File: src/hdl/dde_ram.sv
`timescale 1ns / 1ps

module dde_ram #(
  parameter int WIDTH = 8,
  parameter int DEPTH = 256
) (
  input  logic                     clk,
  input  logic                     wr_en,
  input  logic [$clog2(DEPTH)-1:0] wr_addr,
  input  logic [WIDTH-1:0]         wr_data,
  input  logic                     rd_en,
  input  logic [$clog2(DEPTH)-1:0] rd_addr,
  output logic [WIDTH-1:0]         rd_data
);

  logic [WIDTH-1:0] mem_r [DEPTH];
  logic [WIDTH-1:0] rd_data_r;

  always_ff @(posedge clk) begin
    if (wr_en) begin
      mem_r[wr_addr] <= wr_data;
    end
    if (rd_en) begin
      rd_data_r <= mem_r[rd_addr];
    end
  end

  assign rd_data = rd_data_r;

endmodule

File: config.mk
export PLATFORM = sky130hd
export DESIGN_NAME = dde_ram
export DESIGN_NICKNAME = d
export VERILOG_FILES = /design/src/hdl/dde_ram.sv
export SDC_FILE = /design/constraint.sdc
export NUM_CORES = 2
export LEC_CHECK = 0
export BUFFER_PORTS_ARGS = -buffer_cell sky130_fd_sc_hd__buf_2
export CAP_MARGIN = 0
export CELL_PAD_IN_SITES_DETAIL_PLACEMENT = 1
export CELL_PAD_IN_SITES_GLOBAL_PLACEMENT = 1
export CORE_ASPECT_RATIO = 2
export CORE_MARGIN = 2
export CORE_UTILIZATION = 45
export CTS_BUF_LIST = sky130_fd_sc_hd__clkbuf_16
export DETAILED_ROUTE_END_ITERATION = 7
export GPL_ROUTABILITY_DRIVEN = 0
export PLACE_DENSITY_LB_ADDON = 0.3
export SLEW_MARGIN = 10
export SYNTH_ARGS = -nofsm -noshare
export SYNTH_HDL_FRONTEND = slang
export SYNTH_SLANG_ARGS = --single-unit
File: constraint.sdc
create_clock -name clk -period 3.49 [get_ports clk]
set_input_delay 0.8725 -clock clk [delete_from_list [all_inputs] [get_ports clk]]
set_output_delay 0.8725 -clock clk [all_outputs]
set_load 0.02 [all_outputs]
==> metrics.yaml <==
worst_setup_path:
  crit_chain: "buf_8 > buf_12 > buf_12 > buf_4 > mux4_2 > a22oi_1 > a31oi_1 > buf_4 > nor4_1 > buf_4 > nor4_1"
  rrSetupSlack_ps: 440
  worst_setup_path_start_kind: "input port"
  cp.arrival_ps: 3920
  crit_path_max_fanout: 16
  r2r-start: "mem_r[181][3]$_DFFE_PP_"
  required_ps: 4010
  r2r.worst_path.cells: 8
  r2r-end: "rd_data[3]$_DFFE_PP_"
  worst-setup-path-type: "in2reg"
  critPathSlowestCell: "nor4_1"
  crit_top_cell: "buf_4"
  slowest_delay_ps: 910
  path_buf_inv: 6
  crit_family: "buffers and inverters"
  cp_num_cells: 11
  end_kind: "flip-flop"
cells_and_area:
  fin_util_pct: 53.0
  drive_gt1_share_pct: 32.2
  multi_input_area_sq_um: 16500
  ff_latch_area_sq_um: 61700
  nFillCells: 15600
  final_nets: 4419
  area_delta_synth_final_pct: 17.3
  final_cells: 6841
synthesis:
  ys_types: 54
  synth_xor_area_share_pct: 0
  synth.area.mux_share_pct: 14.6
  synth_top_area_share_pct: 77.5
  syn-cell-area_sq_um: 79600
  synth_nets: 3760
  netlist_instances: 3733
  yosys_register_bits: 2056
  synth_area_leaders: "edfxtp_1, mux4_2, mux2i_1"
  ys_seq_area_share_pct: 77.5
  synth_compound_area_share_pct: 3.42
  synth_top_cell_by_area: "edfxtp_1"
  ys_async_sr_fraction_pct: 0
  avgSynthCellArea_sq_um: 21.3
  synthSimpleGateAreaFrac_pct: 2.63
  yosys-top-cells-count: "edfxtp_1, mux4_2, nor2_1, mux2i_1, a22oi_1"
  synth_top_family_by_area: "multiplexers"
  synthAdderAreaFrac_pct: 0
  synth_edf_count: 2056
  yosys_warnings: 0
  synthFlopType: "edfxtp_1"
  synthMostInstantiatedCell: "edfxtp_1"
clocking:
  clk_latency_ps: 810
  post_cts_buffers: 0
  cts_hold_buf: 0
  path_clk_slew_ps: 70
  htree_levels: 4
  cts.sinks: 2056
  clockRootBuffer: "clkbuf_16"
  clk_path_buf_depth: 4
  cts_tree: "built"
  cts_resized: 0
  cts-buffers-inserted: 176
global_routing:
  grt_max_degree: 92
  antenna_found_initial: 10
  grt_pass1_wl_um: 330000
  grt_overflow: 0
  grt_use_total_pct: 25.8
  first_global_vias: 44400
power:
  peakVddDrop_mv: 0.363
  power_frac_seq_pct: 53.8
  power_density_nw_per_um2: 542
  combinationalPowerShare_pct: 5.9
  power.internal_uw: 39900
  clock_power_share_pct: 40.3
  p_leak_uw: 0.0302
  switching_power_uw: 10800
  power_switching_share_pct: 21.2
floorplanning:
  die_w_um: 301
  row_count: 218
  start_util_pct: 45.2
  die_h_um: 599
  pin_count: 35
  dieArea_sq_um: 181000
  core_sq_um: 176000
place:
  numPortBuffers: 34
  dp.cells: 6524
  place_ws_ps: -723
  place_hpwl_um: 157000
min_path:
  min_delay_worst_endpoint: "mem_r[76][1]$_DFFE_PP_"
  holdCritStartpoint: "wr_data[1]"
  worst_hold_path_type: "in2reg"
  hold_path_depth: 1
timing:
  worst_pin_slew_ps: 1130
  fin_crit_ps: 3400
  hold_violations: 0
  rsz0062_at_grt: "no"
  fmax_mhz: 294
  setup_viol: 0
  slew_headroom_pct: 24.8
  fin_ws_ps: 91.8
  finClkSkew_ps: 35.3
  min_period_over_period_pct: 97.4
  final_max_slew_viol_count: 0
status:
  status: "finished clean"
routing:
  vias: 41000
  routed_wirelength_um: 229000
  firstDrtPassIters: 7
  wl_per_cell_um: 33.5
  drt_iter0_drc: 3773
  drc: 0
  vias_per_cell: 5.99
  ant_nets: 0
job:
  maxCapViolations: 0
-- final cells by class --
class / instances / share of cell area [%]
Clock inverter: 130 / 1.48
Inverter: 2 / 0.00804
Sequential cell: 2056 / 66.1
Antenna cell: 7 / 0.0188
Clock buffer: 180 / 4.82
Timing Repair Buffer: 714 / 6.75
Tap cell: 2310 / 3.09
Multi-Input combinational cell: 1442 / 17.7
-- sequential cells by signal, summed over array words and instances, names as in the netlist --
name	flops
rd_data	8
mem_r	2048
-- cell families after synthesis --
| kind of cell | Yosys count |
|---|---|
| muxes | 591 |
| buffers and inverters | 235 |
| and+or+nand+nor | 466 |
| DFF | 2056 |
| AOI/OAI and AO/OA | 385 |
-- cell usage in the layout, fill, tap and decap left out, drive strengths merged, types with 6 or more instances in the layout --
cell type  instances
buf              713
nand2b             8
o211ai            10
nand3             34
nor2b             31
inv               25
nor3              22
mux2i            134
o22ai             28
nor2             282
a22oi            133
bufinv            29
clkbuf           181
a21oi             96
diode              7
a211oi            16
mux4             456
edfxtp          2056
nor4              27
o21ai             12
a221oi            14
clkinv            69
a22o               8
nand2             33
o221ai            47
nand4             10
and2               6
clkinvlp           9
-- metrics by stage --
step	setup TNS (ps)	power [uW]	hold WS [ps]	cell area (sq um)
finish	0	50700	480	93400
global route	0	51800	480	93400
CTS	0	51000	449	93400
detailed placement	-3630	30800	1170	87500
global placement	-3820	30700	1110	87500
floorplan	0	29100	864	79600
-- how the worst max path moves through the flow --
stage                          start                   end  slack [ps]
after detailed placement  rd_addr[0]  rd_data[3]$_DFFE_PP_        -720
after global routing      rd_addr[0]  rd_data[3]$_DFFE_PP_         110
after floorplan           rd_addr[0]  rd_data[2]$_DFFE_PP_         540
after CTS                 rd_addr[0]  rd_data[3]$_DFFE_PP_         120
after global placement    rd_addr[0]  rd_data[7]$_DFFE_PP_        -790
final                     rd_addr[0]  rd_data[3]$_DFFE_PP_          90
-- power by group through the flow --
stage                     Combinational [uW]  Clock (uW)  Sequential, uW
final                                   2970       20400           27300
after global routing                    3100       21500           27200
after CTS                               3000       20700           27200
after detailed placement                2980           0           27800
after global placement                  2910           0           27800
after floorplan                         1320           0           27800
-- metal layers --
layer	wire length, um	vias up	global-route usage (%)
met5	0	-	0
met4	16000	0	15.0
met3	11100	490	2.76
met2	126000	1455	47.7
met1	76000	22100	28.5
li1	-	17000	-
No activity file was read; power rests on OpenSTA's default activity.
