### src/hdl/dde_pkg.sv
`timescale 1ns / 1ps

package dde_pkg;

  localparam int PIX_W      = 8;
  localparam int THR_W      = 8;
  localparam int CFG_WIDTH_W  = 9;
  localparam int CFG_HEIGHT_W = 13;
  localparam int CFG_DATA_W = 13;
  localparam int CFG_IDX_W  = 2;

  // Smallest frame dimension the scan logic accepts.
  localparam int MIN_DIM = 3;

  localparam int DEF_MAX_WIDTH  = 256;
  localparam int DEF_MAX_HEIGHT = 4096;

  // Register indexes of the configuration port.
  localparam logic [CFG_IDX_W-1:0] CFG_THRESHOLD = 2'd0;
  localparam logic [CFG_IDX_W-1:0] CFG_WIDTH     = 2'd1;
  localparam logic [CFG_IDX_W-1:0] CFG_HEIGHT    = 2'd2;

  localparam logic [THR_W-1:0]        RST_THRESHOLD = 8'd1;
  localparam logic [CFG_WIDTH_W-1:0]  RST_WIDTH     = 9'd256;
  localparam logic [CFG_HEIGHT_W-1:0] RST_HEIGHT    = 13'd256;

  typedef logic [PIX_W-1:0] pix_t;

  // Per-item position flags, worked out when the item is accepted.
  typedef struct packed {
    logic valid;      // pipeline has filled
    logic interior;   // centre pixel lies off every frame border
    logic frame_end;  // centre pixel is the last one of its frame
  } pos_flags_t;

endpackage

### src/hdl/dde_window.sv
`timescale 1ns / 1ps

module dde_window (
  input  logic                     clk,
  input  logic                     rst_n,
  input  logic                     shift,
  input  dde_pkg::pix_t            up,
  input  dde_pkg::pix_t            mid,
  input  dde_pkg::pix_t            px,
  input  logic [dde_pkg::THR_W-1:0] threshold,
  output dde_pkg::pix_t            centre,
  output logic                     edge_hit
);

  import dde_pkg::*;

  // Only the left and middle columns are kept; the right column of the
  // window seen by the decision is the live input (up, mid, px).
  pix_t win_r [3][2];
  pix_t diag [4];
  pix_t diff [4];
  logic [3:0] over;

  function automatic pix_t abs_diff(input pix_t a, input pix_t b);
    return (a > b) ? a - b : b - a;
  endfunction

  always_comb begin
    centre  = win_r[1][1];
    diag[0] = win_r[0][0];
    diag[1] = up;
    diag[2] = win_r[2][0];
    diag[3] = px;
    for (int i = 0; i < 4; i++) begin
      diff[i] = abs_diff(centre, diag[i]);
      over[i] = diff[i] > threshold;
    end
    // An edge needs two differences over the threshold that are not equal.
    edge_hit = 1'b0;
    for (int i = 0; i < 4; i++) begin
      for (int j = i + 1; j < 4; j++) begin
        if (over[i] && over[j] && (diff[i] != diff[j])) begin
          edge_hit = 1'b1;
        end
      end
    end
  end

  always_ff @(posedge clk) begin
    if (!rst_n) begin
      for (int r = 0; r < 3; r++) begin
        win_r[r][0] <= '0;
        win_r[r][1] <= '0;
      end
    end else if (shift) begin
      for (int r = 0; r < 3; r++) begin
        win_r[r][0] <= win_r[r][1];
      end
      win_r[0][1] <= up;
      win_r[1][1] <= mid;
      win_r[2][1] <= px;
    end
  end

endmodule

### config.mk
export PLATFORM = sky130hd
export DESIGN_NAME = dde_window
export DESIGN_NICKNAME = d
export VERILOG_FILES = /design/src/hdl/dde_pkg.sv /design/src/hdl/dde_window.sv
export SDC_FILE = /design/constraint.sdc
export NUM_CORES = 1
export LEC_CHECK = 0
export BUFFER_PORTS_ARGS = -buffer_cell sky130_fd_sc_hd__buf_2
export CAP_MARGIN = 20
export CORE_UTILIZATION = 56
export CTS_CLUSTER_DIAMETER = 50
export DETAILED_ROUTE_END_ITERATION = 8
export GPL_TIMING_DRIVEN = 1
export PLACE_DENSITY = 0.78
export SYNTH_ARGS = -nofsm -noshare
export SYNTH_HDL_FRONTEND = slang
export SYNTH_SLANG_ARGS = --single-unit
export TNS_END_PERCENT = 100
### constraint.sdc
create_clock -name clk -period 3.51 [get_ports clk]
set_input_delay 0.1755 -clock clk [delete_from_list [all_inputs] [get_ports clk]]
set_output_delay 0.1755 -clock clk [all_outputs]
set_load 0.05 [all_outputs]
==> results of run 1 <==
==> metrics by stage <==
step	instances	total power, mW	hold slack (ps)	setup TNS (ps)
after floorplan	605	2.09	398	-502
after global placement	910	2.90	493	-528
after detailed placement	910	2.98	495	-676
after CTS	925	3.46	175	-847
after global routing	944	3.93	177	-1040
final	944	3.71	191	-899
==> kinds of logic after synthesis <==
family                   share of synthesized area
AO/OA/AOI/OAI                                0.164
AND/OR/NAND/NOR                              0.129
buffers and inverters                       0.0820
adder cells (fa/ha/maj)                      0.239
XOR/XNOR                                     0.122
flip-flops                                   0.219
multiplexers                                0.0438
==> worst max-delay path by stage <==
| stage | from | end | cells after the start |
|---|---|---|---|
| after floorplan | win_r[0][16] | edge_hit | 20 |
| final | win_r[0][16] | edge_hit | 20 |
| after detailed placement | win_r[0][16] | edge_hit | 20 |
| after CTS | win_r[0][16] | edge_hit | 21 |
| after global routing | win_r[0][18] | edge_hit | 17 |
| after global placement | win_r[0][16] | edge_hit | 20 |
==> cell usage after synthesis (8+ instances only) <==
cell type,n,area [sq um]
mux2i_1,24,240
fa_1,8,160
and3_1,43,269
a211oi_1,8,60.1
nand2_1,26,97.6
nand4_1,10,62.6
nand3_1,15,75.1
o21ai_0,24,120
a21o_1,15,113
ha_1,92,1150
nor2_1,11,41.3
xnor2_1,39,342
inv_1,77,289
buf_4,9,67.6
xor2_1,27,236
a21oi_1,47,235
edfxtp_1,40,1200
clkbuf_1,8,30.0
==> layout make-up <==
cell class | count | share of cell area
multi-input combinational | 461 | 0.549
timing repair buffer | 229 | 0.218
sequential | 40 | 0.159
inverter | 77 | 0.0385
tap | 129 | 0.0213
clock buffer | 5 | 0.00908
clock inverter | 3 | 0.00611
==> worst max-delay path, delay by kind of cell, from the launching register on <==
family                     cells  cell delay (ps)
AOI/OAI and AO/OA             10             1450
xor gates and xnor gates       1              270
adders and majority gates      3              900
buffers and inverters          3              390
DFF                            1              450
muxes                          1              300
and+or+nand+nor                2              160
==> power breakdown <==
group	internal (mW)	switching (mW)	total, mW	leakage, nW
Sequential	0.565	0.0222	0.587	0.435
Combinational	1.36	1.37	2.73	3.30
Clock	0.214	0.182	0.397	0.0548
==> layout by cell type, fill, tap and decap left out, types with 6 or more instances in the layout <==
cell type and instances:
nor2b_1 7, o21a_1 6, inv_1 73, xor2_1 26, buf_4 180, nand2_1 26, a211oi_1 7, buf_2 42
a21oi_1 36, buf_6 6, and3_1 43, a21oi_2 13, edfxtp_1 40, a21o_1 15, ha_4 11, nor2_1 11
xnor2_1 37, nand4_1 10, ha_1 79, nand3_1 10, o21ai_1 6, o21ai_0 19, mux2i_1 17
==> timing repair <==
action,4_1_cts,5_1_grt
hold buffers,0,0
resized for setup,13,51
setup buffers,7,19
hold endpoints to repair,0,0
pin swaps,15,26
endpoints found under the setup margin,1,1
==> routing by layer <==
| layer | track usage | up-vias | share of wire |
|---|---|---|---|
| met5 | 0 | - | 0 |
| met1 | 0.409 | 2631 | 0.41 |
| met2 | 0.590 | 204 | 0.50 |
| met3 | 0.0354 | 82 | 0.046 |
| li1 | - | 2536 | - |
| met4 | 0.154 | 0 | 0.052 |
==> results.cfg, run 1 <==
[synthesis]
syn-mean-instance-area_sq_um = 9.06
synth_cell_types = 52
synth_cells = 605
synthArstFlopShare = 0
syn-num-nets = 740
ys_ff_latch = 40
synth_edf_count = 40
syn_area_sq_mm = 0.00548
synthFlopType = edfxtp_1
yosysSeqAreaShare = 0.219
yosys_warnings = 0

[sta]
worst_slack_ps = -899
slew_headroom = 0.323
setup_viol = 1
final.min_clock_period_ps = 4410
fin_crit_sh = 1.26
rsz0062_at_grt = yes
worst_pin_slew_ps = 1020
slew_viol_final = 0
fmax_mhz = 227
skew_ps = 10.6
hold_violations = 0

[detailed_routing]
drc = 0
vias = 5453
vias_per_cell = 5.78
drt_iter0_markers = 398
avgRoutedWirePerCell_um = 18.9
firstDrtPassIters = 5
wirelength_um = 17800
ant_nets = 0

[clocking]
root_buffer = clkbuf_8
clkTransAtPathRegs_ps = 90
clockBufferDepth = 2
cts_tree = built
cts_max_level = 2
clk-insertion-delay-late_ps = 310
cts.sinks = 40
numCtsBuffers = 5

[critical_path]
slowest_stage = edfxtp_1
cp.arrival_ps = 4230
path_max_fanout = 4
cpPeakStageDelay_ps = 450
r2r_start = win_r[0][34]
critPathLaunchType = flip-flop
setup.worst_path.end_class = output port
reg2reg_depth = 1
crit_required_ps = 3330
rrSetupSlack_ps = 2670
criticalPathCategory = reg2out
rr_endpoint = win_r[0][42]
path_cells = inv_4, ha_2, inv_1, fa_2, nand3_2, a21oi_2, o21ai_4, mux2i_1, xnor2_1, ha_1, o21a_1, o21ai_0, nand2b_1, a21oi_1, o21ai_1, o31a_1, o311a_1, a31oi_2, o2111ai_4, buf_6

[finish]
top_regs = win_r (40)
antenna_cells = 0
layout-drive-gt1-share = 0.375
nets = 949
multi_input_area_sq_mm = 0.00416
top_register = win_r
finish.utilization = 0.809
design_area_sq_mm = 0.00758
fillers = 594
regArea_sq_mm = 0.00120
syn_to_final_growth_pct = 38.3
largest_reg_flops = 40

[power_and_ir_drop]
p_leak_nw = 3.79
powerDensity_mw_per_mm2 = 490
peakVddDrop_v = 0.000456

[flow_run]
max_cap_violations = 0

[grt]
grt_first_pass_wirelength_um = 26100
grt_remaining_overflow = 0
grt_max_degree = 42
antenna_found_initial = 0
grtUsageTotal = 0.334
first_global_vias = 5348

[floorplan]
start_util = 0.585
dieArea_sq_mm = 0.0102
rows = 35
ios = 44
core_area_sq_mm = 0.00937
die_h_um = 101
chipWidth_um = 101

[worst_hold_path]
holdPathStages = 2
hp-class = in2reg
holdPathEnd = win_r[0][18]
hold_start = mid[2]

[placed_design]
placed_area_sq_mm = 0.00695
dp_slack_ps = -676
dp_hpwl_um = 13300
place_congestion = 1.00
io_buffers = 43

[run_status]
status = complete, but fails checks
violations = negative setup slack
(Power assumes the default switching activity.)
==> run 2, diff against run 1 <==
Settings changed: REMOVE_ABC_BUFFERS set to 1.
==> run 2 against run 1 <==
  * The run still ends with negative setup slack left
  * Sequential cell count is the same
  * Critical path depth rose by 6
  * Critical path type unchanged
  * Critical endpoint unchanged
  * Core utilization is 0.60 points lower
  * Largest power group unchanged
  * Setup slack better by 27 ps
  * Largest cell class unchanged
  * Count of clock-buffer cells in the layout rose by 2
  * Die area stayed put
  * Wire length decreased by 4.2%
==> results.cfg, run 2 (same netlist as run 1, synthesis figures left out) <==
[critical_path]
rrSetupSlack_ps = 2690
critPathLaunchType = flip-flop
r2r_start = win_r[0][3]
reg2reg_depth = 1
path_max_fanout = 3
crit_buf_inv = 10
rr_endpoint = win_r[0][11]
cpPeakStageDelay_ps = 380
slowest_stage = edfxtp_1
setup.worst_path.end_class = output port
cp.arrival_ps = 4210
crit_required_ps = 3330
criticalPathCategory = reg2out
crit_family = compound AO/OA/AOI/OAI gates
cp_common_cell = buf_4

[power_and_ir_drop]
switching_share = 0.427
p_int_mw = 2.04
peakVddDrop_v = 0.000303
power_frac_clock = 0.087
powerDensity_mw_per_mm2 = 472
p_sw_mw = 1.51
seq_power_share = 0.166
p_leak_nw = 3.78
p_total_mw = 3.55
combPwrFrac = 0.748

[finish]
fillers = 625
multi_input_area_sq_mm = 0.00412
finish.utilization = 0.803
stdcell_count = 946
regArea_sq_mm = 0.00120
antenna_cells = 0
top_regs = win_r (40)
top_register = win_r
nets = 951
final_common_cell = buf_4
most-common-layout-cells = buf_4 (183), ha_1 (82), inv_1 (72), and3_1 (43), buf_2 (42)
layout-drive-gt1-share = 0.370
syn_to_final_growth_pct = 37.2
largest_reg_flops = 40

[worst_hold_path]
holdPathEnd = win_r[0][23]
holdPathStages = 2
hp-class = in2reg
hold_start = mid[7]

[detailed_routing]
avgRoutedWirePerCell_um = 18.0
firstDrtPassIters = 4
vias = 5303
vias_per_cell = 5.61
ant_nets = 0
drt_iter0_markers = 265
drc = 0
wirelength_um = 17100

[floorplan]
dieArea_sq_mm = 0.0102
start_util = 0.585
chipWidth_um = 101
rows = 35
ios = 44
core_area_sq_mm = 0.00937
die_h_um = 101

[clocking]
clockBufferDepth = 2
root_buffer = clkbuf_8
numCtsBuffers = 5
cts.sinks = 40
cts_tree = built
cts_max_level = 2
clkTransAtPathRegs_ps = 80
clk-insertion-delay-late_ps = 300
cts_hold_buf = 0

[placed_design]
io_buffers = 43
dp_hpwl_um = 13000
place_congestion = 0.894
dp_cells = 909

[sta]
slew_viol_final = 0
fin_crit_sh = 1.25
worst_pin_slew_ps = 975
final.min_clock_period_ps = 4380
setup_tns_ps = -872
skew_ps = 8.38
hold_violations = 0
fmax_mhz = 228
setup_viol = 1
rsz0062_at_grt = yes
worst_slack_ps = -872
slew_headroom = 0.350

[run_status]
status = complete, but fails checks
violations = negative setup slack

[grt]
first_global_vias = 5323
grtUsageTotal = 0.335
grt_remaining_overflow = 0
antenna_found_initial = 0
grt_first_pass_wirelength_um = 25900
grt_max_degree = 42

[flow_run]
max_cap_violations = 0
run 2: worst max path at each step:
stage	from	to	slack, ps	cells past startpoint
floorplan	win_r[0][17]	edge_hit	-1140	17
global placement	win_r[0][16]	edge_hit	-550	22
detailed placement	win_r[0][16]	edge_hit	-610	21
CTS	win_r[0][16]	edge_hit	-790	22
global route	win_r[0][16]	edge_hit	-1060	23
finish	win_r[0][16]	edge_hit	-870	26
run 2: power groups by stage:
stage	registers [mW]	logic [mW]	clock network, mW
after floorplan	0.622	1.39	0
after global placement	0.598	2.24	0
after detailed placement	0.600	2.31	0
after CTS	0.587	2.47	0.308
after global routing	0.591	2.86	0.321
final	0.589	2.66	0.308
run 2: final cells by class:
cell class,count,area share
tap,129,0.0215
sequential,40,0.160
inverter,77,0.0388
multi-input combinational,461,0.548
clock inverter,1,0.00116
timing repair buffer,231,0.221
clock buffer,7,0.0101
run 2: per-layer routing:
layer	up-vias	part of all wire	GRT usage
met3	49	0.052	0.0312
met1	2507	0.40	0.397
met4	0	0.043	0.144
met2	204	0.51	0.614
li1	2543	-	-
met5	-	0	0
run 2: what timing repair did:
item	4_1_cts	5_1_grt
pin swaps	23	29
setup endpoints to repair	1	1
resized for setup	40	29
buffers inserted	21	9
run 2: per-stage QoR:
stage | hold WS, ps | area [sq um] | setup WS (ps)
floorplan | 398 | 5320 | -1140
global placement | 492 | 6910 | -547
detailed placement | 496 | 6910 | -608
CTS | 191 | 7310 | -791
global route | 193 | 7520 | -1060
finish | 194 | 7520 | -872
