### src/hdl/dde_pkg.sv
`timescale 1ns / 1ps

package dde_pkg;

  localparam int PIX_W      = 8;
  localparam int THR_W      = 8;
  localparam int CFG_WIDTH_W  = 9;
  localparam int CFG_HEIGHT_W = 13;
  localparam int CFG_DATA_W = 13;
  localparam int CFG_IDX_W  = 2;

  // Smallest frame dimension the scan logic accepts.
  localparam int MIN_DIM = 3;

  localparam int DEF_MAX_WIDTH  = 256;
  localparam int DEF_MAX_HEIGHT = 4096;

  // Register indexes of the configuration port.
  localparam logic [CFG_IDX_W-1:0] CFG_THRESHOLD = 2'd0;
  localparam logic [CFG_IDX_W-1:0] CFG_WIDTH     = 2'd1;
  localparam logic [CFG_IDX_W-1:0] CFG_HEIGHT    = 2'd2;

  localparam logic [THR_W-1:0]        RST_THRESHOLD = 8'd1;
  localparam logic [CFG_WIDTH_W-1:0]  RST_WIDTH     = 9'd256;
  localparam logic [CFG_HEIGHT_W-1:0] RST_HEIGHT    = 13'd256;

  typedef logic [PIX_W-1:0] pix_t;

  // Per-item position flags, worked out when the item is accepted.
  typedef struct packed {
    logic valid;      // pipeline has filled
    logic interior;   // centre pixel lies off every frame border
    logic frame_end;  // centre pixel is the last one of its frame
  } pos_flags_t;

endpackage

### src/hdl/dde_scan.sv
`timescale 1ns / 1ps

module dde_scan #(
  parameter int MAX_WIDTH  = dde_pkg::DEF_MAX_WIDTH,
  parameter int MAX_HEIGHT = dde_pkg::DEF_MAX_HEIGHT
) (
  input  logic                              clk,
  input  logic                              rst_n,
  input  logic                              step,
  input  logic [dde_pkg::CFG_WIDTH_W-1:0]   image_width,
  input  logic [dde_pkg::CFG_HEIGHT_W-1:0]  image_height,
  output logic [$clog2(MAX_WIDTH)-1:0]      col,
  output dde_pkg::pos_flags_t               flags
);

  import dde_pkg::*;

  localparam int COLW     = $clog2(MAX_WIDTH);
  localparam int ROWW     = $clog2(MAX_HEIGHT);
  localparam int WCW      = $clog2(MAX_WIDTH + 2);
  localparam int HCW      = $clog2(MAX_HEIGHT + 1);
  localparam int FILL_MAX = MAX_WIDTH + 1;

  logic [COLW-1:0] col_r, col_nxt, col_c;
  logic [ROWW-1:0] row_r, row_nxt, row_c;
  logic [WCW-1:0]  fill_r, fill_nxt;
  logic [WCW-1:0]  w_eff, col_inc;
  logic [HCW-1:0]  h_eff, row_inc;

  // Clamp the geometry between MIN_DIM and MAX_WIDTH (the line-store depth) / MAX_HEIGHT.
  always_comb begin
    if (int'(image_width) < MIN_DIM) begin
      w_eff = WCW'(MIN_DIM);
    end else if (int'(image_width) > MAX_WIDTH) begin
      w_eff = WCW'(MAX_WIDTH);
    end else begin
      w_eff = WCW'(image_width);
    end
    if (int'(image_height) < MIN_DIM) begin
      h_eff = HCW'(MIN_DIM);
    end else if (int'(image_height) > MAX_HEIGHT) begin
      h_eff = HCW'(MAX_HEIGHT);
    end else begin
      h_eff = HCW'(image_height);
    end
  end

  // A position left beyond a smaller geometry restarts at zero.
  always_comb begin
    col_c = (WCW'(col_r) >= w_eff) ? '0 : col_r;
    row_c = (HCW'(row_r) >= h_eff) ? '0 : row_r;
  end

  always_comb begin
    col_inc = WCW'(col_c) + WCW'(1);
    row_inc = HCW'(row_c) + HCW'(1);
    col_nxt = col_c;
    row_nxt = row_c;
    if (col_inc >= w_eff) begin
      col_nxt = '0;
      row_nxt = (row_inc >= h_eff) ? '0 : row_inc[ROWW-1:0];
    end else begin
      col_nxt = col_inc[COLW-1:0];
    end
    fill_nxt = (int'(fill_r) < FILL_MAX) ? fill_r + WCW'(1) : fill_r;
  end

  always_comb begin
    flags.valid     = fill_r >= (w_eff + WCW'(1));
    flags.interior  = flags.valid && (col_c >= COLW'(2)) && (row_c >= ROWW'(2));
    flags.frame_end = flags.valid && (col_c == '0) && (row_c == ROWW'(1));
  end

  assign col = col_c;

  always_ff @(posedge clk) begin
    if (!rst_n) begin
      col_r  <= '0;
      row_r  <= '0;
      fill_r <= '0;
    end else if (step) begin
      col_r  <= col_nxt;
      row_r  <= row_nxt;
      fill_r <= fill_nxt;
    end
  end

endmodule

### config.mk
export PLATFORM = sky130hd
export DESIGN_NAME = dde_scan
export DESIGN_NICKNAME = d
export VERILOG_FILES = /design/src/hdl/dde_pkg.sv /design/src/hdl/dde_scan.sv
export SDC_FILE = /design/constraint.sdc
export NUM_CORES = 1
export LEC_CHECK = 0
export ABC_CLOCK_PERIOD_IN_PS = 10500
export BUFFER_PORTS_ARGS = -buffer_cell sky130_fd_sc_hd__buf_2
export CORE_MARGIN = 4
export CORE_UTILIZATION = 40
export DETAILED_ROUTE_END_ITERATION = 8
export MAX_ROUTING_LAYER = met4
export PLACE_DENSITY = 0.64
export SLEW_MARGIN = 30
export SYNTH_ARGS = -nofsm -noshare
export SYNTH_HDL_FRONTEND = slang
export SYNTH_SLANG_ARGS = --single-unit
### constraint.sdc
create_clock -name clk -period 10.5 [get_ports clk]
set_input_delay 3.15 -clock clk [delete_from_list [all_inputs] [get_ports clk]]
set_output_delay 3.15 -clock clk [all_outputs]
set_load 0.005 [all_outputs]
==> metrics.md, run 1 <==
| Metric | Value |
|---|---|
| Status | complete, no violations |
| GR Util All Layers | 17.03% |
| Starting Density | 41.34% |
| Setup crit start kind | primary input |
| CTS clk-pin slew, worst paths | 0.07 ns |
| CTS Buf Count | 5 |
| Die Wd | 97.37 um |
| Slew Limit Headroom | 51.48% |
| HP Start | row_r[1] |
| Setup violations, final | 0 |
| Vias per inst | 5.430 |
| Final Util | 46.02% |
| Worst Path Required | 7.35 ns |
| Final Instance Area | 3556 sq um |
| Synth cell types | 52 |
| Nets@finish | 530 |
| H-tree levels | 2 |
| Area of the mapped netlist | 3194 sq um |
| Fraction of layout cells with a size suffix above 1 | 14.48% |
| Setup TNS | 0 ns |
| Reg2Reg Launch Point | row_r[0] |
| 1st-iter DRT viols | 115 |
| RSZ-0062 raised after global routing | false |
| Crit Path Max Fanout | 8 |
| PostCTS Resize Cnt | 0 |
| IO Pins | 36 |
| Drc violations | 0 |
| Std cell rows | 32 |
| Grt met2 use | 25.57% |
| Met3 Use GR | 3.087% |
| CP startpoint | image_width[6] |
| Seq cells post-synth | 29 |
| Core area | 7727 sq um |
| Post-Synth Adder-Cell Area | 22.33% |
| Area growth from synthesis to layout | 11.32% |
| Max_cap viols | 0 |
| Asr flop ratio synth | 0% |
| Die area | 9480 sq um |
| Post-synthesis mux area share | 0.3134% |
| Routability Congestion | 0.8883 |
| Post-route ant nets | 0 |
| CTS Sinks | 29 |
| Endpoint class of the critical path | output port |
| Busiest grt layer | met2 |
| Antenna Diode Count | 0 |
| Final global-route overflow total | 0 |
| Mean post-synth cell area | 7.716 sq um |
| Dpl cell area | 3467 sq um |
| Clock Latency Late Sink | 0.28 ns |
| Met1 GRT Util | 23.49% |
| Leakage | 1.688 nW |
| Post-synth EDFFs | 0 |
| Root Driver | clkbuf_8 |
| CP Class | primary input to output port |
| Avg WL per Cell | 14.07 um |
| HPWL after detailed placement | 6250 um |
| Largest net degree at the start of global routing | 19 |
| Synth Area in Simple Gates | 28.12% |
| First-pass GRT wire length | 13170 um |
| CTS tree | built |
| Minimum clock period | 9.694 ns |
| Worst Skew | 0.006250 ns |
| CTS Hold Bufs | 0 |
| # port buffers | 35 |
| Mapped Cells | 414 |
| Clock buffer depth | 2 |
| Post-CTS Setup Inserts | 0 |
| Yosys warns | 0 |
| Vias | 2992 |
| Tightest Pin Transition | 0.7251 ns |
| Die Y | 97.37 um |
| Drt total wl | 7753 um |
| Final hold viol count | 0 |
| IR drop worst, VDD | 0.04362 mV |
| Post-synthesis sequential area ratio | 18.17% |
| Crit share post-route | 92.32% |
| Vias in the first global route | 2819 |
| Max Clock Freq | 0.1032 GHz |
| Top FF cell, synth | dfxtp_1 |
| Xor/xnor share of the synthesized area | 5.484% |
| Largest family of logic cells by synthesized area | simple AND/OR/NAND/NOR gates |
| Pwr dens | 75.23 nW/um^2 |
| Drt pass-1 iters | 4 |
| Syn_nets | 496 |
| Final number of max-transition violations | 0 |
| Worst EP arrival | 6.54 ns |
| Hold Worst Slack | 0.5149 ns |
| Initial antenna violation count | 0 |
| Hold WC Path Type | flop to flop |
| Post-synthesis compound-gate area fraction | 21.46% |
[cell usage in the layout (no fill, tap or decap), types with 2 or more instances in the layout]
cell and n:
a31oi_1 6, a21oi_1 20, nor3_1 12, nor4_4 2
a2111oi_0 3, clkinv_2 2, and3_1 9, and4_1 3
buf_4 2, nand2b_1 8, a21oi_2 9, or3_1 3
a22o_1 5, dfxtp_1 29, inv_1 23, o21a_1 2
o2111ai_1 2, nand3_1 21, nand2_1 41, o22ai_2 2
and2_1 6, xnor2_1 10, nand4_1 2, o21ai_0 18
a21o_1 15, nor2b_1 8, buf_2 35, xor2_1 10
or2_2 6, nor2_1 40, clkbuf_8 5, ha_1 57
a41oi_1 2, or2_1 3, a211oi_1 3, nor4_1 6
[worst max-delay path, stage by stage]
cell and delay [ns]:
buf_2 0.12, or4_1 0.53, nor3_1 0.27, nor2_1 0.08, nor2_1 0.23, ha_1 0.28, nand2b_1 0.14, a21o_1 0.17
a21oi_1 0.13, o21ai_1 0.10, a21oi_1 0.18, nor2_1 0.16, nor2_1 0.21, ha_1 0.21, inv_1 0.04, a2111oi_0 0.36
buf_2 0.19
[cell families (layout without fill, tap and decap cells)]
kind of cell	count (synthesis)	count (layout)
adder cells (fa/ha/maj)	57	57
multiplexers	1	1
AO/OA/AOI/OAI	99	99
buffers and inverters	33	68
AND/OR/NAND/NOR	175	175
flip-flops	29	29
XOR/XNOR	20	20
[metal layers]
layer / wire, um / share of wire (%)
met4: 71 / 0.92
met1: 3817 / 49
met3: 222 / 2.9
met2: 3642 / 47
met5: 0 / 0
[registers in the layout, indices dropped and copies added, names as in the netlist]
register,count
row_r,12
fill_r,9
col_r,8
[where the power goes]
group          switching (mW)  total, mW  internal (mW)
clock network          0.0428     0.0886         0.0458
logic                  0.0378     0.0642         0.0264
registers             0.00269      0.115          0.112
total                  0.0832      0.267          0.184
[worst paths after layout]
kind                    to  slack, ns  cells after the start
setup reg to reg  row_r[7]       4.98                     22
hold / removal    row_r[1]       0.51                      2
setup / recovery  flags[1]       0.81                     17
hold reg to reg   row_r[1]       0.51                      2
[final cells by class]
type                       count  area, sq um
fill                         800         4172
multi-input combinational    352         2489
sequential                    29        580.6
timing repair buffer          37        190.2
tap                          102        127.6
inverter                      23        86.33
clock buffer                   6        72.57
clock inverter                 2        10.01
[synth_stat cells, types with 2 or more instances]
cell | n | area share, %
a2111oi_0 | 3 | 0.82
a211oi_1 | 3 | 0.71
a21o_1 | 15 | 3.5
a21oi_1 | 20 | 3.1
a21oi_2 | 9 | 2.5
a22o_1 | 5 | 1.4
a31oi_1 | 6 | 1.2
a41oi_1 | 2 | 0.55
and2_1 | 6 | 1.2
and3_1 | 9 | 1.8
and4_1 | 3 | 0.82
clkbuf_1 | 9 | 1.1
dfxtp_1 | 29 | 18
ha_1 | 57 | 22
inv_1 | 23 | 2.7
nand2_1 | 41 | 4.8
nand2b_1 | 8 | 1.6
nand3_1 | 21 | 3.3
nand4_1 | 2 | 0.39
nor2_1 | 40 | 4.7
nor2b_1 | 8 | 1.6
nor3_1 | 12 | 1.9
nor4_1 | 6 | 1.2
nor4_4 | 2 | 1.3
o2111ai_1 | 2 | 0.55
o21a_1 | 2 | 0.47
o21ai_0 | 18 | 2.8
o22ai_1 | 2 | 0.39
or2_1 | 3 | 0.59
or2_2 | 6 | 1.2
or3_1 | 3 | 0.59
xnor2_1 | 10 | 2.7
xor2_1 | 10 | 2.7
[metrics by stage]
step           total power [mW]  cells  setup slack [ns]
3_5_place_dp             0.1810    543            0.8601
3_3_place_gp             0.1793    543            0.9529
6_report                 0.2675    551            0.8059
5_1_grt                  0.2867    551            0.5603
2_1_floorplan            0.1601    414             1.226
4_1_cts                  0.2705    551            0.8350
Note: power is estimated with default switching activity, not from simulation.
==> run 2, diff against run 1 <==
--- a/config.mk
+++ b/config.mk
@@ -5,13 +5,13 @@
 export SDC_FILE = /design/constraint.sdc
 export NUM_CORES = 1
 export LEC_CHECK = 0
-export ABC_CLOCK_PERIOD_IN_PS = 10500
+export ABC_CLOCK_PERIOD_IN_PS = 9000
 export BUFFER_PORTS_ARGS = -buffer_cell sky130_fd_sc_hd__buf_2
 export CORE_MARGIN = 4
 export CORE_UTILIZATION = 40
 export DETAILED_ROUTE_END_ITERATION = 8
 export MAX_ROUTING_LAYER = met4
-export PLACE_DENSITY = 0.64
+export PLACE_DENSITY = 0.55
 export SLEW_MARGIN = 30
 export SYNTH_ARGS = -nofsm -noshare
 export SYNTH_HDL_FRONTEND = slang
==> constraint.sdc (replaced) <==
create_clock -name clk -period 9 [get_ports clk]
set_input_delay 2.7 -clock clk [delete_from_list [all_inputs] [get_ports clk]]
set_output_delay 2.7 -clock clk [all_outputs]
set_load 0.005 [all_outputs]
==> run 2 against run 1 <==
Combinational power up 19%. First-iteration DRC count down 6.1%. Register-to-register slack worse by 1.5 ns. Die area unchanged.
==> metrics.md, run 2 (synthesis results as in run 1) <==
| Metric | Value |
|---|---|
| CTS Hold Bufs | 0 (unchanged) |
| Setup violations, final | 0 (unchanged) |
| Placed Cells incl. Taps | 545 (was 543) |
| Hold WC Path Type | flop to flop (unchanged) |
| Area growth from synthesis to layout | 11.71% (was 11.32%) |
| Setup crit start kind | primary input (unchanged) |
| Hold Worst Slack | 0.5428 ns (was 0.5149 ns) |
| Max_cap viols | 0 (unchanged) |
| Fraction of layout cells with a size suffix above 1 | 14.44% (was 14.48%) |
| Avg WL per Cell | 14.79 um (was 14.07 um) |
| Setup TNS | 0 ns (unchanged) |
| DP Worst Slack | 0.3245 ns (was 0.8601 ns) |
| Endpoint class of the critical path | output port (unchanged) |
| Max reg flops | 12 (unchanged) |
| CTS Buf Count | 5 (unchanged) |
| Std cell rows | 32 (unchanged) |
| Most frequent cells in the layout | 57 x ha_1, 41 x nand2_1, 40 x nor2_1 (unchanged) |
| IR drop worst, VDD | 0.07589 mV (was 0.04362 mV) |
| Slowest-stage cell, CP | or4_1 (unchanged) |
| Largest registers | row_r (12), fill_r (9), col_r (8) (unchanged) |
| Core area | 7727 sq um (unchanged) |
| Leakage | 1.694 nW (was 1.688 nW) |
| Status | complete, no violations (unchanged) |
| Post-CTS Setup Inserts | 0 (unchanged) |
| IO Pins | 36 (unchanged) |
| PostCTS Resize Cnt | 0 (unchanged) |
| Largest net degree at the start of global routing | 16 (was 19) |
| Nets@finish | 532 (was 530) |
| 1st-iter DRT viols | 108 (was 115) |
| Die Y | 97.37 um (unchanged) |
| Most common cell after layout, fill and taps aside | ha_1 (unchanged) |
| Die area | 9480 sq um (unchanged) |
| Max Clock Freq | 0.1152 GHz |
| CTS tree | built (unchanged) |
| H-tree levels | 2 (unchanged) |
| Drt total wl | 8163 um (was 7753 um) |
| Crit share post-route | 96.41% |
| Die Wd | 97.37 um (unchanged) |
| Final hold viol count | 0 (unchanged) |
| Vias in the first global route | 2850 (was 2819) |
| RSZ-0062 raised after global routing | false (unchanged) |
| CP dominant cell by count | nor2_1 (unchanged) |
| CTS Sinks | 29 (unchanged) |
| Final number of max-transition violations | 0 (unchanged) |
| Routability Congestion | 0.9237 (was 0.8883) |
| Crit Path Max Fanout | 4 (was 8) |
| # port buffers | 35 (unchanged) |
| Final worst-path setup slack | 0.3228 ns (was 0.8059 ns) |
| Most flops, register | row_r (unchanged) |
| CP max stage delay | 0.51 ns (was 0.53 ns) |
| CP Class | primary input to output port (unchanged) |
| Root Driver | clkbuf_8 (unchanged) |
| Slew Limit Headroom | 52.77% (was 51.48%) |
| Drt pass-1 iters | 4 (unchanged) |
| Starting Density | 41.34% (unchanged) |
| Antenna Diode Count | 0 (unchanged) |
| Final Util | 46.18% (was 46.02%) |
| Final global-route overflow total | 0 (unchanged) |
| Worst Skew | 0.007719 ns (was 0.006250 ns) |
| GR Util All Layers | 17.85% (was 17.03%) |
| Final Non-Filler Cells | 552 (was 551) |
| Drc violations | 0 (unchanged) |
| Clock buffer depth | 2 (unchanged) |
| CP delay by family, top | simple AND/OR/NAND/NOR gates (unchanged) |
| CTS clk-pin slew, worst paths | 0.07 ns (about the same) |
| Worst Path Required | 6.30 ns (was 7.35 ns) |
| Design Power | 318.8 uW (was 267.5 uW) |
| First-pass GRT wire length | 13860 um (was 13170 um) |
| Clock Latency Late Sink | 0.28 ns (about the same) |
| CP bufs+invs | 3 (unchanged) |
| Minimum clock period | 8.677 ns |
| Dpl cell area | 3482 sq um (was 3467 sq um) |
| Tightest Pin Transition | 0.7058 ns (was 0.7251 ns) |
| Initial antenna violation count | 0 (unchanged) |
| Worst path cell trace | buf_2, or4_1, nor3_1, nor2_1, nor2_1, ha_1, nand2b_1, a21o_1, a21oi_1, o21ai_1, a21oi_1, nor2_1, nor2_1, ha_1, inv_1, a2111oi_0, buf_2 (unchanged) |
| Final Instance Area | 3568 sq um (was 3556 sq um) |
| Vias | 3003 (was 2992) |
| Post-route ant nets | 0 (unchanged) |
| HPWL after detailed placement | 6489 um (was 6250 um) |
| Vias per inst | 5.440 (was 5.430) |
| Worst EP arrival | 5.98 ns (was 6.54 ns) |
| Pwr dens | 89.33 nW/um^2 (was 75.23 nW/um^2) |
==> run 2: cell types whose count changed in the layout (fill, tap and decap cells not counted), sizes merged <==
cell | before | now
buf | 37 | 39
clkinv | 2 | 0
clkbuf | 6 | 7
==> run 2: per-layer routing <==
layer,part of all wire [%],global-route usage (%)
met1,53,26.04
met2,43,26.52
met3,2.9,2.872
met4,0.49,2.662
met5,0,-
==> run 2: worst paths after layout <==
check,start,to,slack (ns),cells after the start
max,image_width[6],flags[1],0.32,17
min,row_r[1],row_r[1],0.54,2
max reg2reg,row_r[6],row_r[8],3.47,20
min reg2reg,row_r[1],row_r[1],0.54,2
==> run 2: layout make-up <==
class                   instances  area, sq um
flip-flops and latches         29        580.6
well taps                     102        127.6
inverters                      23        86.33
repair buffers                 39        205.2
fillers                       796         4159
multi-input cells             352         2482
clock buffers                   7        86.33
==> run 2: power breakdown <==
part | internal [mW] | leakage [nW] | switching, mW
Sequential | 0.131 | 0.234 | 0.00307
Clock | 0.0606 | 0.0443 | 0.0479
Combinational | 0.0314 | 1.42 | 0.0451
==> run 2: worst reg2reg max path, delay by kind of cell (launching register included) <==
family	cells	cell delay (ns)
AO/OA/AOI/OAI	9	1.66
buffers and inverters	1	0.09
adder cells (fa/ha/maj)	3	0.78
flip-flops	1	0.49
AND/OR/NAND/NOR	7	2.45
==> run 3, diff against run 2 <==
--- a/config.mk
+++ b/config.mk
@@ -5,7 +5,7 @@
 export SDC_FILE = /design/constraint.sdc
 export NUM_CORES = 1
 export LEC_CHECK = 0
-export ABC_CLOCK_PERIOD_IN_PS = 9000
+export ABC_CLOCK_PERIOD_IN_PS = 8700
 export BUFFER_PORTS_ARGS = -buffer_cell sky130_fd_sc_hd__buf_2
 export CORE_MARGIN = 4
 export CORE_UTILIZATION = 40
@@ -16,3 +16,4 @@
 export SYNTH_ARGS = -nofsm -noshare
 export SYNTH_HDL_FRONTEND = slang
 export SYNTH_SLANG_ARGS = --single-unit
+export TNS_END_PERCENT = 50
==> constraint.sdc (replaced) <==
create_clock -name clk -period 8.7 [get_ports clk]
set_input_delay 2.61 -clock clk [delete_from_list [all_inputs] [get_ports clk]]
set_output_delay 2.61 -clock clk [all_outputs]
set_load 0.005 [all_outputs]
==> run 3 against run 2 <==
Non-clock buffer count is 1 higher. Combinational power increased by 3.7%. Clock power about the same. Cell area hardly changed. Sequential share of layout area about the same. Total power is 2.4% higher. Die area stayed put. Critical path type unchanged. Critical endpoint is now flags[0]. Via count increased by 1.2%.
==> metrics.md, run 3 (synthesis results as in run 1) <==
| Metric | Value |
|---|---|
| Status | complete, no violations (unchanged) |
| Reg2Reg Launch Point | row_r[6] (unchanged) |
| Worst Path Required | 6.09 ns (was 6.30 ns) |
| HPWL after detailed placement | 6543 um (was 6489 um) |
| Final Util | 46.21% (was 46.18%) |
| Setup TNS | 0 ns (unchanged) |
| Die area | 9480 sq um (unchanged) |
| Routability Congestion | 0.9485 (was 0.9237) |
| Vias | 3040 (was 3003) |
| 1st-iter DRT viols | 112 (was 108) |
| R2R Setup Slk | 3.21 ns (was 3.47 ns) |
| CP max stage delay | 0.52 ns (was 0.51 ns) |
| R2R Path End | row_r[7] (was row_r[8]) |
| Post-route ant nets | 0 (unchanged) |
| Final Instance Area | 3571 sq um (was 3568 sq um) |
| CP delay by family, top | simple AND/OR/NAND/NOR gates (unchanged) |
| Final Non-Filler Cells | 554 (was 552) |
| Crit Path Max Fanout | 4 (unchanged) |
| DP Worst Slack | 0.2922 ns (was 0.3245 ns) |
| Die Wd | 97.37 um (unchanged) |
| Starting Density | 41.34% (unchanged) |
| Total stage count of the critical path | 16 (was 17) |
| Vias in the first global route | 3032 (was 2850) |
| Worst path cell trace | buf_2, or4_1, nor3_1, nor2_1, nor2_1, buf_4, ha_1, nand2_1, nor3_1, xor2_1, ha_1, o21ai_0, nand2b_1, a31oi_1, a2111oi_0, buf_2 (was buf_2, or4_1, nor3_1, nor2_1, nor2_1, ha_1, nand2b_1, a21o_1, a21oi_1, o21ai_1, a21oi_1, nor2_1, nor2_1, ha_1, inv_1, a2111oi_0, buf_2) |
| Initial antenna violation count | 0 (unchanged) |
| Hold Worst Slack | 0.5132 ns (was 0.5428 ns) |
| Minimum clock period | 8.366 ns |
| Worst EP arrival | 5.76 ns (was 5.98 ns) |
| Area growth from synthesis to layout | 11.79% (was 11.71%) |
| Most frequent cells in the layout | 57 x ha_1, 41 x nand2_1, 40 x nor2_1 (unchanged) |
| Worst Hold Depth | 2 (unchanged) |
| Most common cell after layout, fill and taps aside | ha_1 (unchanged) |
| Design Power | 326.5 uW (was 318.8 uW) |
| Antenna Diode Count | 0 (unchanged) |
| GR Util All Layers | 18.74% (was 17.85%) |
| Core area | 7727 sq um (unchanged) |
| Clock Latency Late Sink | 0.29 ns (was 0.28 ns) |
| Avg WL per Cell | 14.89 um (was 14.79 um) |
| CP bufs+invs | 3 (unchanged) |
| Root Driver | clkbuf_8 (unchanged) |
| Final global-route overflow total | 0 (unchanged) |
| Cells on worst reg2reg path | 20 (unchanged) |
| IR drop worst, VDD | 0.05703 mV (was 0.07589 mV) |
| Slew Limit Headroom | 51.24% (was 52.77%) |
| Final worst-path setup slack | 0.3338 ns (was 0.3228 ns) |
| Placed Cells incl. Taps | 546 (was 545) |
| Largest net degree at the start of global routing | 16 (unchanged) |
| First-pass GRT wire length | 14560 um (was 13860 um) |
| IO Pins | 36 (unchanged) |
| Pwr dens | 91.45 nW/um^2 (was 89.33 nW/um^2) |
| Crit share post-route | 96.16% |
| Drc violations | 0 (unchanged) |
| Max reg flops | 12 (unchanged) |
| Hold Path End | row_r[1] (unchanged) |
| Vias per inst | 5.487 (was 5.440) |
| Fraction of layout cells with a size suffix above 1 | 14.38% (was 14.44%) |
| Max Clock Freq | 0.1195 GHz |
| HP Start | row_r[1] (unchanged) |
| CP Class | primary input to output port (unchanged) |
| Most flops, register | row_r (unchanged) |
| CTS Hold Bufs | 0 (unchanged) |
| Largest registers | row_r (12), fill_r (9), col_r (8) (unchanged) |
| Worst Skew | 0.006837 ns (was 0.007719 ns) |
| Leakage | 1.694 nW (about the same) |
| Slowest-stage cell, CP | or4_1 (unchanged) |
| Hold WC Path Type | flop to flop (unchanged) |
| Final hold viol count | 0 (unchanged) |
| Clock buffer depth | 2 (unchanged) |
| Drt pass-1 iters | 6 (was 4) |
| Tightest Pin Transition | 0.7287 ns (was 0.7058 ns) |
| Endpoint class of the critical path | output port (unchanged) |
| Final number of max-transition violations | 0 (unchanged) |
| Dpl cell area | 3490 sq um (was 3482 sq um) |
| Drt total wl | 8251 um (was 8163 um) |
| Filler Cells Inserted | 816 (was 796) |
| CP startpoint | image_width[6] (unchanged) |
| Setup violations, final | 0 (unchanged) |
| RSZ-0062 raised after global routing | false (unchanged) |
| CTS Sinks | 29 (unchanged) |
| Max_cap viols | 0 (unchanged) |
| Setup crit start kind | primary input (unchanged) |
| H-tree levels | 2 (unchanged) |
| CTS Buf Count | 5 (unchanged) |
| # port buffers | 35 (unchanged) |
| CTS tree | built (unchanged) |
| CTS clk-pin slew, worst paths | 0.07 ns (about the same) |
| Die Y | 97.37 um (unchanged) |
| Std cell rows | 32 (unchanged) |
| Nets@finish | 533 (was 532) |
run 3: cell types whose count changed in the layout (fill, tap and decap cells not counted), sizes merged:
| cell | previous run | this run |
|---|---|---|
| clkbuf | 7 | 8 |
| buf | 39 | 40 |
run 3: final cells by class:
type / instances / area (sq um) / share of cell area, %
repair buffers: 40 / 212.7 / 5.957
clock buffers: 8 / 80.08 / 2.242
inverters: 23 / 86.33 / 2.418
well taps: 102 / 127.6 / 3.574
multi-input cells: 352 / 2484 / 69.55
flip-flops and latches: 29 / 580.6 / 16.26
run 3: worst max-delay path by stage:
stage                to
5_1_grt        flags[0]
6_report       flags[0]
3_5_place_dp   flags[1]
2_1_floorplan  flags[1]
4_1_cts        flags[1]
3_3_place_gp   flags[1]
run 3: worst register-to-register path, delay by kind of cell, from the launching register on:
kind	cells	cell delay [ns]
buf+inv	1	0.09
flops	1	0.48
compound gates	9	1.63
fa+ha+maj	3	0.76
simple gates	7	2.48
run 3: what timing repair did:
action,in CTS,in global routing
endpoints found under the setup margin,0,1
resized for setup,0,1
endpoints found under the hold margin,0,0
setup buffers,0,0
run 3: power by group:
| part | total (mW) | switching, mW | internal [mW] |
|---|---|---|---|
| clock network | 0.109 | 0.0521 | 0.0567 |
| logic | 0.0793 | 0.0464 | 0.0328 |
| registers | 0.138 | 0.00316 | 0.135 |
run 3: metal layers:
metal,vias to the layer above,global-route usage [%],part of all wire (%)
met5,-,-,0
met4,0,5.005,1.6
met3,15,3.015,2.9
met2,50,27.15,44
met1,1402,26.97,52
li1,1573,-,-
